### src/rtl/rmts_pkg.sv
// Shared types and constants for the rate-monotonic tick scheduler.
package rmts_pkg;

	localparam int MAX_SLOTS_DEF = 16;
	localparam int TIME_W        = 32;
	localparam int DATA_W        = 16;
	localparam int CFG_W         = 5;
	localparam int TASK_W        = 5;

	localparam logic [TIME_W-1:0] TIME_MAX = '1;

	localparam logic OP_LOAD = 1'b0;
	localparam logic OP_TICK = 1'b1;

	typedef struct packed {
		logic [DATA_W-1:0] exec_time;
		logic [DATA_W-1:0] period;
		logic [DATA_W-1:0] remaining;
		logic [TIME_W-1:0] next_arrival;
	} entry_t;

	typedef struct packed {
		logic wr_en;
		logic rd_en;
	} tbl_ctl_t;

	typedef struct packed {
		logic              valid;
		logic [TIME_W-1:0] tick_time;
		logic              ran;
		logic [TASK_W-1:0] task_number;
		logic              completed;
	} res_t;

	typedef enum logic [1:0] {
		ST_IDLE,
		ST_SCAN,
		ST_FINISH
	} state_t;

endpackage

### src/rtl/rmts_table.sv
// Task table memory: one write port, one registered read port.
module rmts_table #(
	parameter int MAX_SLOTS = rmts_pkg::MAX_SLOTS_DEF,
	localparam int SLOT_W = (MAX_SLOTS > 1) ? $clog2(MAX_SLOTS) : 1
) (
	input  logic               clk,
	input  rmts_pkg::tbl_ctl_t ctl,
	input  logic [SLOT_W-1:0]  wr_addr,
	input  rmts_pkg::entry_t   wr_data,
	input  logic [SLOT_W-1:0]  rd_addr,
	output rmts_pkg::entry_t   rd_data
);
	import rmts_pkg::*;

	entry_t mem_q [MAX_SLOTS];
	entry_t rd_data_q;

	always_ff @(posedge clk) begin
		if (ctl.wr_en) begin
			mem_q[wr_addr] <= wr_data;
		end
	end

	always_ff @(posedge clk) begin
		if (ctl.rd_en) begin
			rd_data_q <= mem_q[rd_addr];
		end
	end

	assign rd_data = rd_data_q;

endmodule

### src/rtl/rmts_cmp.sv
// Compare unit: is the slot ready and better than the current pick.
module rmts_cmp (
	input  rmts_pkg::entry_t                    entry,
	input  logic [rmts_pkg::TIME_W-1:0]         cur_time,
	input  logic                                found,
	input  logic [rmts_pkg::DATA_W-1:0]         best_period,
	output logic                                take
);
	import rmts_pkg::*;

	logic ready;

	assign ready = (entry.next_arrival <= cur_time) && (entry.remaining != '0);
	assign take  = ready && (!found || (entry.period < best_period));

endmodule

### src/rtl/rmts_seq.sv
// Scan sequencer: loads slots, scans the table one slot per cycle, updates the pick and writes it back.
module rmts_seq #(
	parameter int MAX_SLOTS = rmts_pkg::MAX_SLOTS_DEF,
	localparam int SLOT_W = (MAX_SLOTS > 1) ? $clog2(MAX_SLOTS) : 1,
	localparam int CNT_W  = $clog2(MAX_SLOTS + 1)
) (
	input  logic                          clk,
	input  logic                          arst_n,
	input  logic                          accept,
	input  logic                          operation,
	input  logic [3:0]                    slot,
	input  logic [rmts_pkg::DATA_W-1:0]   exec_time,
	input  logic [rmts_pkg::DATA_W-1:0]   period,
	input  logic [rmts_pkg::DATA_W-1:0]   first_arrival,
	input  logic [CNT_W-1:0]              n_eff,
	output rmts_pkg::tbl_ctl_t            tbl_ctl,
	output logic [SLOT_W-1:0]             wr_addr,
	output rmts_pkg::entry_t              wr_data,
	output logic [SLOT_W-1:0]             rd_addr,
	input  rmts_pkg::entry_t              rd_data,
	output logic                          busy,
	output rmts_pkg::res_t                res
);
	import rmts_pkg::*;

	state_t              state_q, state_d;
	logic [CNT_W-1:0]    idx_q;
	logic                rd_valid_s1;
	logic [SLOT_W-1:0]   rd_idx_s1;
	logic                found_q;
	logic [SLOT_W-1:0]   best_idx_q;
	entry_t              best_q;
	logic [TIME_W-1:0]   time_q;

	logic                issue;
	logic                take;
	logic                slot_ok;
	logic [DATA_W-1:0]   rem_dec;
	logic                fin;
	logic [TIME_W:0]     arr_sum;
	logic [TIME_W-1:0]   arr_next;
	logic [TIME_W-1:0]   time_inc;

	rmts_cmp u_cmp (
		.entry       (rd_data),
		.cur_time    (time_q),
		.found       (found_q),
		.best_period (best_q.period),
		.take        (take)
	);

	assign issue    = (state_q == ST_SCAN) && (idx_q < n_eff);
	assign slot_ok  = 32'(slot) < 32'(MAX_SLOTS);
	assign rem_dec  = best_q.remaining - DATA_W'(1);
	assign fin      = (rem_dec == '0);
	assign arr_sum  = {1'b0, time_q} + (TIME_W + 1)'(best_q.period);
	assign arr_next = arr_sum[TIME_W] ? TIME_MAX : arr_sum[TIME_W-1:0];
	assign time_inc = (time_q == TIME_MAX) ? time_q : time_q + TIME_W'(1);

	always_comb begin
		state_d = state_q;
		case (state_q)
			ST_IDLE: begin
				if (accept && (operation == OP_TICK)) begin
					state_d = ST_SCAN;
				end
			end
			ST_SCAN: begin
				if (!issue) begin
					state_d = ST_FINISH;
				end
			end
			ST_FINISH: state_d = ST_IDLE;
			default:   state_d = ST_IDLE;
		endcase
	end

	always_comb begin
		tbl_ctl           = '0;
		wr_addr           = SLOT_W'(slot);
		wr_data.exec_time    = exec_time;
		wr_data.period       = period;
		wr_data.remaining    = exec_time;
		wr_data.next_arrival = TIME_W'(first_arrival);
		rd_addr           = idx_q[SLOT_W-1:0];
		busy              = 1'b1;
		res               = '0;
		res.tick_time     = time_q;
		case (state_q)
			ST_IDLE: begin
				busy          = 1'b0;
				tbl_ctl.wr_en = accept && (operation == OP_LOAD) && slot_ok;
			end
			ST_SCAN: begin
				tbl_ctl.rd_en = issue;
			end
			ST_FINISH: begin
				tbl_ctl.wr_en        = found_q;
				wr_addr              = best_idx_q;
				wr_data.exec_time    = best_q.exec_time;
				wr_data.period       = best_q.period;
				wr_data.remaining    = fin ? best_q.exec_time : rem_dec;
				wr_data.next_arrival = fin ? arr_next : best_q.next_arrival;
				res.valid            = 1'b1;
				res.ran              = found_q;
				res.task_number      = found_q ? TASK_W'(32'(best_idx_q) + 32'd1) : '0;
				res.completed        = found_q && fin;
			end
			default: begin
				busy = 1'b1;
			end
		endcase
	end

	always_ff @(posedge clk or negedge arst_n) begin
		if (!arst_n) begin
			state_q     <= ST_IDLE;
			idx_q       <= '0;
			rd_valid_s1 <= 1'b0;
			found_q     <= 1'b0;
			time_q      <= '0;
		end else begin
			state_q     <= state_d;
			rd_valid_s1 <= issue;
			if (state_q == ST_IDLE && accept) begin
				idx_q   <= '0;
				found_q <= 1'b0;
			end
			if (issue) begin
				idx_q <= idx_q + CNT_W'(1);
			end
			if (rd_valid_s1 && take) begin
				found_q <= 1'b1;
			end
			if (state_q == ST_FINISH) begin
				time_q <= time_inc;
			end
		end
	end

	always_ff @(posedge clk) begin
		rd_idx_s1 <= idx_q[SLOT_W-1:0];
		if (rd_valid_s1 && take) begin
			best_idx_q <= rd_idx_s1;
			best_q     <= rd_data;
		end
	end

endmodule

### src/rtl/rate_monotonic_tick_scheduler.sv
// Rate-monotonic tick scheduler top level: config register, output register, table, sequencer.
// A load item is taken while busy stays low. A tick item holds busy high while the sequencer,
// with n = min(task_count, MAX_SLOTS), scans n slots one slot per cycle through the single
// read port of the task table and then writes back the picked slot, if any. The result
// shows on the output ports, marked by strobe, for one cycle right after busy falls; it cannot
// be held off, so the receiver must take it in that cycle. A new item may start in that same
// cycle. The task table has no reset: every slot below task_count must be loaded before a tick.
module rate_monotonic_tick_scheduler #(
	parameter int MAX_SLOTS = rmts_pkg::MAX_SLOTS_DEF
) (
	input  logic                         clk,
	input  logic                         arst_n,
	input  logic                         start,
	output logic                         busy,
	input  logic                         operation,
	input  logic [3:0]                   slot,
	input  logic [rmts_pkg::DATA_W-1:0]  exec_time,
	input  logic [rmts_pkg::DATA_W-1:0]  period,
	input  logic [rmts_pkg::DATA_W-1:0]  first_arrival,
	input  logic                         cfg_we,
	input  logic [rmts_pkg::CFG_W-1:0]   cfg_wdata,
	output logic                         strobe,
	output logic [rmts_pkg::TIME_W-1:0]  tick_time,
	output logic                         ran,
	output logic [rmts_pkg::TASK_W-1:0]  task_number,
	output logic                         completed
);
	import rmts_pkg::*;

	localparam int SLOT_W = (MAX_SLOTS > 1) ? $clog2(MAX_SLOTS) : 1;
	localparam int CNT_W  = $clog2(MAX_SLOTS + 1);

	logic [CFG_W-1:0]  task_count_q;
	logic [CNT_W-1:0]  n_eff;
	logic              accept;
	tbl_ctl_t          tbl_ctl;
	logic [SLOT_W-1:0] wr_addr;
	logic [SLOT_W-1:0] rd_addr;
	entry_t            wr_data;
	entry_t            rd_data;
	res_t              res;

	logic              strobe_q;
	logic [TIME_W-1:0] tick_time_q;
	logic              ran_q;
	logic [TASK_W-1:0] task_number_q;
	logic              completed_q;

	assign accept = start && !busy;
	assign n_eff  = (32'(task_count_q) > 32'(MAX_SLOTS)) ? CNT_W'(MAX_SLOTS)
	                                                      : CNT_W'(task_count_q);

	rmts_table #(.MAX_SLOTS(MAX_SLOTS)) u_table (
		.clk     (clk),
		.ctl     (tbl_ctl),
		.wr_addr (wr_addr),
		.wr_data (wr_data),
		.rd_addr (rd_addr),
		.rd_data (rd_data)
	);

	rmts_seq #(.MAX_SLOTS(MAX_SLOTS)) u_seq (
		.clk           (clk),
		.arst_n        (arst_n),
		.accept        (accept),
		.operation     (operation),
		.slot          (slot),
		.exec_time     (exec_time),
		.period        (period),
		.first_arrival (first_arrival),
		.n_eff         (n_eff),
		.tbl_ctl       (tbl_ctl),
		.wr_addr       (wr_addr),
		.wr_data       (wr_data),
		.rd_addr       (rd_addr),
		.rd_data       (rd_data),
		.busy          (busy),
		.res           (res)
	);

	always_ff @(posedge clk or negedge arst_n) begin
		if (!arst_n) begin
			task_count_q <= '0;
			strobe_q     <= 1'b0;
		end else begin
			strobe_q <= res.valid;
			if (cfg_we) begin
				task_count_q <= cfg_wdata;
			end
		end
	end

	always_ff @(posedge clk) begin
		if (res.valid) begin
			tick_time_q   <= res.tick_time;
			ran_q         <= res.ran;
			task_number_q <= res.task_number;
			completed_q   <= res.completed;
		end
	end

	assign strobe      = strobe_q;
	assign tick_time   = tick_time_q;
	assign ran         = ran_q;
	assign task_number = task_number_q;
	assign completed   = completed_q;

endmodule

### config.mk
export PLATFORM = sky130hd
export DESIGN_NAME = rate_monotonic_tick_scheduler
export DESIGN_NICKNAME = d
export VERILOG_FILES = /design/src/rtl/rmts_pkg.sv /design/src/rtl/rmts_table.sv /design/src/rtl/rmts_cmp.sv /design/src/rtl/rmts_seq.sv /design/src/rtl/rate_monotonic_tick_scheduler.sv
export SDC_FILE = /design/constraint.sdc
export NUM_CORES = 2
export LEC_CHECK = 0
export ABC_AREA = 1
export BUFFER_PORTS_ARGS = -buffer_cell sky130_fd_sc_hd__buf_4
export CAP_MARGIN = 20
export CORE_UTILIZATION = 45
export DETAILED_ROUTE_END_ITERATION = 6
export HOLD_SLACK_MARGIN = 0.1
export RECOVER_POWER = 50
export SETUP_SLACK_MARGIN = 0.4
export SYNTH_ARGS = -nofsm -noshare
export SYNTH_HDL_FRONTEND = slang
export SYNTH_HIERARCHICAL = 1
export SYNTH_SLANG_ARGS = --single-unit
### constraint.sdc
create_clock -name clk -period 6.5 [get_ports clk]
set_input_delay 0.65 -clock clk [delete_from_list [all_inputs] [get_ports clk]]
set_output_delay 0.65 -clock clk [all_outputs]
set_load 0.02 [all_outputs]
# --- Word level (Yosys, flattened, before mapping) ---
# Memories as Yosys holds them, arrays and structs flattened. A register that Yosys moved wholly into a read port is not among the register bits.
# Index checks and enable logic that the tools add are counted.
totals:
  word_cells: 72
  in_bits: 62
  memories: 1
  reg_bits: 174
  output_inout_bits: 41
  mem_bits_rw: 1280
classes:
  n_bitwise: 2
  eq_ne: 5
  n_lt_le_gt_ge: 4
  add_sub_neg: 5
  reduce_logical: 19
  n_mux: 19
mem_list:
  columns: ["name", "words", "width", "rd", "rd_ports_with_merged_regs", "wr", "line_no", "source"]
  rows:
  - ["u_table.mem_q", 16, 80, 1, 1, 1, "rmts_table.sv:15", "entry_t mem_q [MAX_SLOTS];"]
ops:
  columns: ["cell", "n"]
  rows:
  - ["80-bit 2-to-1 mux", 1]
  - ["32-bit 2-to-1 mux", 2]
  - ["32-bit by 16-bit adder with 33-bit output", 1]
  - ["32-bit by 1-bit adder with 32-bit output (second input constant)", 1]
  - ["32-bit == test (second input constant)", 1]
  - ["32-bit <= comparator", 1]
  - ["16-bit logical NOT", 1]
  - ["16-bit < comparator", 1]
  - ["16-bit 2-to-1 mux", 1]
  - ["16-bit nonzero test", 1]
  - ["16-bit by 1-bit subtractor with 16-bit output (second input constant)", 1]
  - ["5-bit 2-to-1 mux", 3]
  - ["1-bit logical AND", 9]
  - ["1-bit 2-to-1 mux", 7]
  - ["2-bit AND reduction", 3]
  - ["4-bit by 1-bit adder with 5-bit output (second input constant)", 1]
  - ["5-bit by 1-bit adder with 5-bit output (second input constant)", 1]
  - ["5-bit greater-than comparator (second input constant)", 1]
  - ["5-bit < comparator", 1]
  - ["2-bit 2-to-1 mux", 2]
  - ["4-bit 2-to-1 mux", 1]
  - ["2-bit one-hot mux with 2 select lines", 1]
  - ["2-bit nonzero test", 2]
  - ["2-bit by 1-bit == test with 1-bit output (second input constant)", 1]
  - ["8 further kinds", 9]

# --- Depth between registers and ports, before layout ---
logic_depth:
  depth_word: 6
  ltp_mapped: 18
  depth_no_buf: 18

# --- By module ---
# Netlist, hierarchy kept.
modules_own_cells:
  columns: ["mod", "area_each_um2", "seq_area_each_um2", "n_inst", "cells_per_inst"]
  rows:
  - ["rmts_table", 56993.4, 40839.2, 1, 5255]
  - ["rmts_seq", 8645.8, 3628.5, 1, 1220]
  - ["rate_monotonic_tick_scheduler", 1431.4, 1321.3, 1, 71]
  - ["rmts_cmp", 1313.8, 0.0, 1, 210]

# --- Worst setup path after synthesis ---
# OpenSTA, ideal clock, no wires.
synth_timing:
  path_type: "reg2reg"
  startpoint: "register u_seq.state_q[1]"
  endpoint: "memory u_table/mem_q[4][0] (netlist bit) (enable)"
  period_less_slack_ps: 5506
  stages_incl_launch_ff: 9
  t_arrival_ps: 4987
  path_slack_ps: 994
  cell_sequence: "dfrtp_1 > inv_1 > nor2_1 > clkbuf_1 > clkbuf_1 > nand2_1 > nand2_1 > nand3b_1 > nor2_1"
synth_rtl:
  columns: ["element", "line_no", "source"]
  rows:
  - ["from (decl)", "rmts_seq.sv:26", "state_t state_q, state_d;"]
  - ["from (signal assigned)", "rmts_seq.sv:123", "state_q <= state_d;"]
  - ["2-bit == test", "rmts_seq.sv:89", "case (state_q)"]
  - ["4-bit 2-to-1 mux", "rmts_seq.sv:89", null]
  - ["named net wr_addr[2]", "rate_monotonic_tick_scheduler.sv:37", "logic [SLOT_W-1:0] wr_addr;"]
  - ["to (decl)", "rmts_table.sv:15", null]
# The timed path passes the listed nets, and every way through them passes these cells.

==> metrics.csv <==
stage;metric;value;unit
sta;Least-Margin Pin Slew;3.437;ns
clock_tree;total CTS buffers;162;
sta;Final Setup Violations;0;
floorplanning;Die Height;391.8;um
power;Reg power frac;0.436;
power;clock group share of total power;0.314;
sta;Period minus WS final;5.441;ns
global_routing;GRT Util Overall;0.2452;
power;pwr/cell area;389.5;mW/mm2
critical_path;crit-path cells;inv_1 > ha_1 > nand3_1 > inv_1 > nand2_1 > nand2_1 > nand2_1 > nor3_1 > nand3_1 > clkbuf_1 > o21ai_0;
placed_design;DPL Wire Length;104.1;mm
power;Max VDD drop;0.2872;mV
finish;fillers;13470;
global_routing;GRT overflow;0;
clock_tree;CTS resizes;0;
drt;DR pass1 iterations;7;
synth;Distinct cells, synth;45;
drt;per-cell routed wire length;20.96;um
finish;Reg area;0.04580;mm2
finish;ratio of cells with drive above 1 in the final layout;0.05755;
sta;Relative slew margins;-1.291;
critical_path;Critical-path top delay cell;o21ai_0;
clock_tree;clock slew at reported path FFs;0.06;ns
critical_path;CP Capture Type;flop;
placed_design;PortBufs;102;
synth;Synth Instances;6756;
sta;Final Skew;0.03363;ns
sta;final hold vios;0;
drt;Post-route DRC;1;
sta;final period utilization;0.8370;
global_routing;vias in the first global route;44370;
drt;total number of vias;46910;
power;Gate power share;0.250;
power;Psw;0.009946;W
critical_path;Setup CP Type;flop to flop;
sta;RSZ-0062 raised after global routing;false;
clock_tree;clock net sink count;1534;
synth;syn_nets;6891;
finish;most frequent cells in the layout;2255 x nand2_1, 1483 x edfxtp_1, 1169 x inv_1;
synth;Synth Area per Inst;10.12;um2
global_routing;initial antenna violation count;3;
sta;Setup TNS Final;0;ns
floorplanning;starting density of the core;0.4550;
finish;most common cell after layout, fill and taps aside;nand2_1;
finish;number of diodes;0;
critical_path;CP peak stage delay;1.55;ns
synth;register area share after synthesis;0.6696;
job;maxcap violations;13;
critical_path;Arr. time, crit path;5.82;ns
outcome;failing checks;DRC, capacitance limit, slew limit;
drt;Via density;5.231;
critical_path;CP Launch Type;flop;
critical_path;Worst EP required;6.87;ns
finish;Multi-input gate area;0.01673;mm2
synth;Warnings, synthesis;6;
global_routing;pin count of the biggest net entering global routing;158;
floorplanning;row cnt;142;
floorplanning;Core ar.;0.1503;mm2
clock_tree;postcts setup bufs;0;
synth;number of synthesized register bits;1534;
global_routing;first-pass GRT wire length;280.2;mm
sta;max-slew violations;438;
power;Sw Share;0.3342;
drt;WL final;187.9;mm
floorplanning;Die X;391.8;um
outcome;status;complete, but fails checks;
clock_tree;htree depth;4;
synth;asr flop ratio synth;0.03064;
sta;Max Fclk;183.8;MHz
floorplanning;io pins;103;
clock_tree;TritonCTS clock tree;built;
placed_design;Final GP Congestion;0.9298;
clock_tree;Clock Tree Root;clkbuf_16;
critical_path;Max FO, Critical Path;20;
finish;Area Overhead vs Synth;11.75;%
power;static leakage;32.40;nW
min_path;hold crit path type;input port to flop;
drt;initial DRC count;5183;
drt;Detail Route Antenna Nets;0;
synth;Synth Cell Area;0.06838;mm2
synth;Post-synth EDFFs;1483;
power;Internal Power;0.01982;W
synth;main flop type after synthesis;edfxtp_1;
clock_tree;worst skew pair latency;0.81;ns
critical_path;most used cell, CP;nand2_1;
floorplanning;full die area;0.1535;mm2
finish;Layout Nets;6955;
finish;Final Util;0.5084;
clock_tree;clk buf depth;3;
-- synth_stat cells, types with 2 or more instances --
master	n	area share
a21boi_0	2	0.00022
a21oi_1	40	0.0029
and2_1	2	0.00018
and3_1	2	0.00018
buf_1	14	0.00077
buf_2	188	0.014
buf_4	38	0.0042
buf_6	3	0.00049
clkbuf_1	56	0.0031
dfrtp_1	47	0.017
dfxtp_1	4	0.0012
edfxtp_1	1483	0.65
ha_1	72	0.013
inv_1	1169	0.064
inv_2	11	0.00060
nand2_1	2254	0.12
nand2_2	7	0.00064
nand3_1	1084	0.079
nand3b_1	4	0.00044
nand4_1	21	0.0019
nor2_1	134	0.0074
nor2_2	4	0.00037
nor2_4	4	0.00066
nor3_1	17	0.0012
nor3_2	2	0.00029
nor4_1	7	0.00064
o21a_1	2	0.00022
o21ai_0	18	0.0013
o21ai_1	12	0.00088
o21bai_1	3	0.00033
xnor2_1	13	0.0017
xor2_1	26	0.0033
-- state kept, by name (all words and copies together), names as in the netlist, 2 cells and up --
signal and count:
u_seq/best_q 80, task_number 5, tick_time 32, task_count_q 5
u_seq/rd_idx_s1 4, u_table/rd_data 80, u_seq/time_q 32, u_seq/idx_q 5
u_seq/best_idx_q 4, u_seq/state_q 2, u_table/mem_q 1280
-- worst max-delay path: cells and delay by family (launching register included) --
family                   cells  cell delay, ns
adder cells (fa/ha/maj)      1            0.27
flip-flops                   1            0.41
AO/OA/AOI/OAI                1            1.55
AND/OR/NAND/NOR              6            1.76
buffers and inverters        3            1.00
-- cell families (layout without fill, tap and decap cells) --
group,after synthesis,after routing,synth area share
compound gates,82,82,0.006495
simple gates,3548,3548,0.2182
flops,1534,1534,0.6696
fa+ha+maj,73,73,0.01347
buf+inv,1479,1674,0.08704
xor+xnor,40,40,0.005233
-- per-stage QoR --
step	setup slack (ns)	total power [W]	hold slack, ns	cell area [um2]	cells
after detailed placement	1.861	0.02063	0.3925	71130	8653
after floorplan	0.9939	0.01794	0.3544	68380	6756
final	1.059	0.02976	0.3445	76420	8967
after global routing	0.8314	0.03109	0.3698	76420	8967
after global placement	1.975	0.02051	0.3888	71080	8648
after CTS	1.824	0.02997	0.2883	76700	8965
-- layout make-up --
type	instances	area share
inverter	1180	0.05837
timing repair buffer	199	0.01983
tap	2016	0.03301
sequential	1534	0.5993
clock buffer	195	0.05617
clock inverter	100	0.01449
multi-input combinational	3743	0.2189
-- power by group through the flow --
stage / registers, W / logic (W) / clock network, W
floorplan: 0.0130 / 0.00490 / 0
global placement: 0.0132 / 0.00735 / 0
detailed placement: 0.0132 / 0.00746 / 0
CTS: 0.0130 / 0.00749 / 0.00951
global route: 0.0130 / 0.00816 / 0.00989
finish: 0.0130 / 0.00743 / 0.00936
-- final timing paths --
| check | from | to | cells past startpoint | slack [ns] |
|---|---|---|---|---|
| hold reg to reg | u_seq/rd_idx_s1[3] | u_seq/best_idx_q[3] | 0 | 0.41 |
| max in group asynchronous | arst_n | u_seq/idx_q[2] | 2 | 3.42 |
| hold / removal | start | u_seq/state_q[0] | 7 | 0.34 |
| setup reg to reg | u_seq/best_q[32] | u_table/mem_q[5][45] | 11 | 1.06 |
| min in group asynchronous | arst_n | u_seq/time_q[4] | 2 | 1.21 |
| setup / recovery | u_seq/best_q[32] | u_table/mem_q[5][45] | 11 | 1.06 |
-- timing repair --
action,4_1_cts,5_1_grt
hold endpoints to repair,53,0
hold buffers,17,0
setup endpoints to repair,0,0
-- metal layers --
layer / share of wire / global-route usage / routed length [um]
met3: 0.084 / 0.03861 / 15740
met4: 0.020 / 0.06463 / 3830
met1: 0.44 / 0.3515 / 82110
met5: 0.00039 / 0 / 73
met2: 0.46 / 0.3883 / 86170
Power figures use the tool's default switching activity.
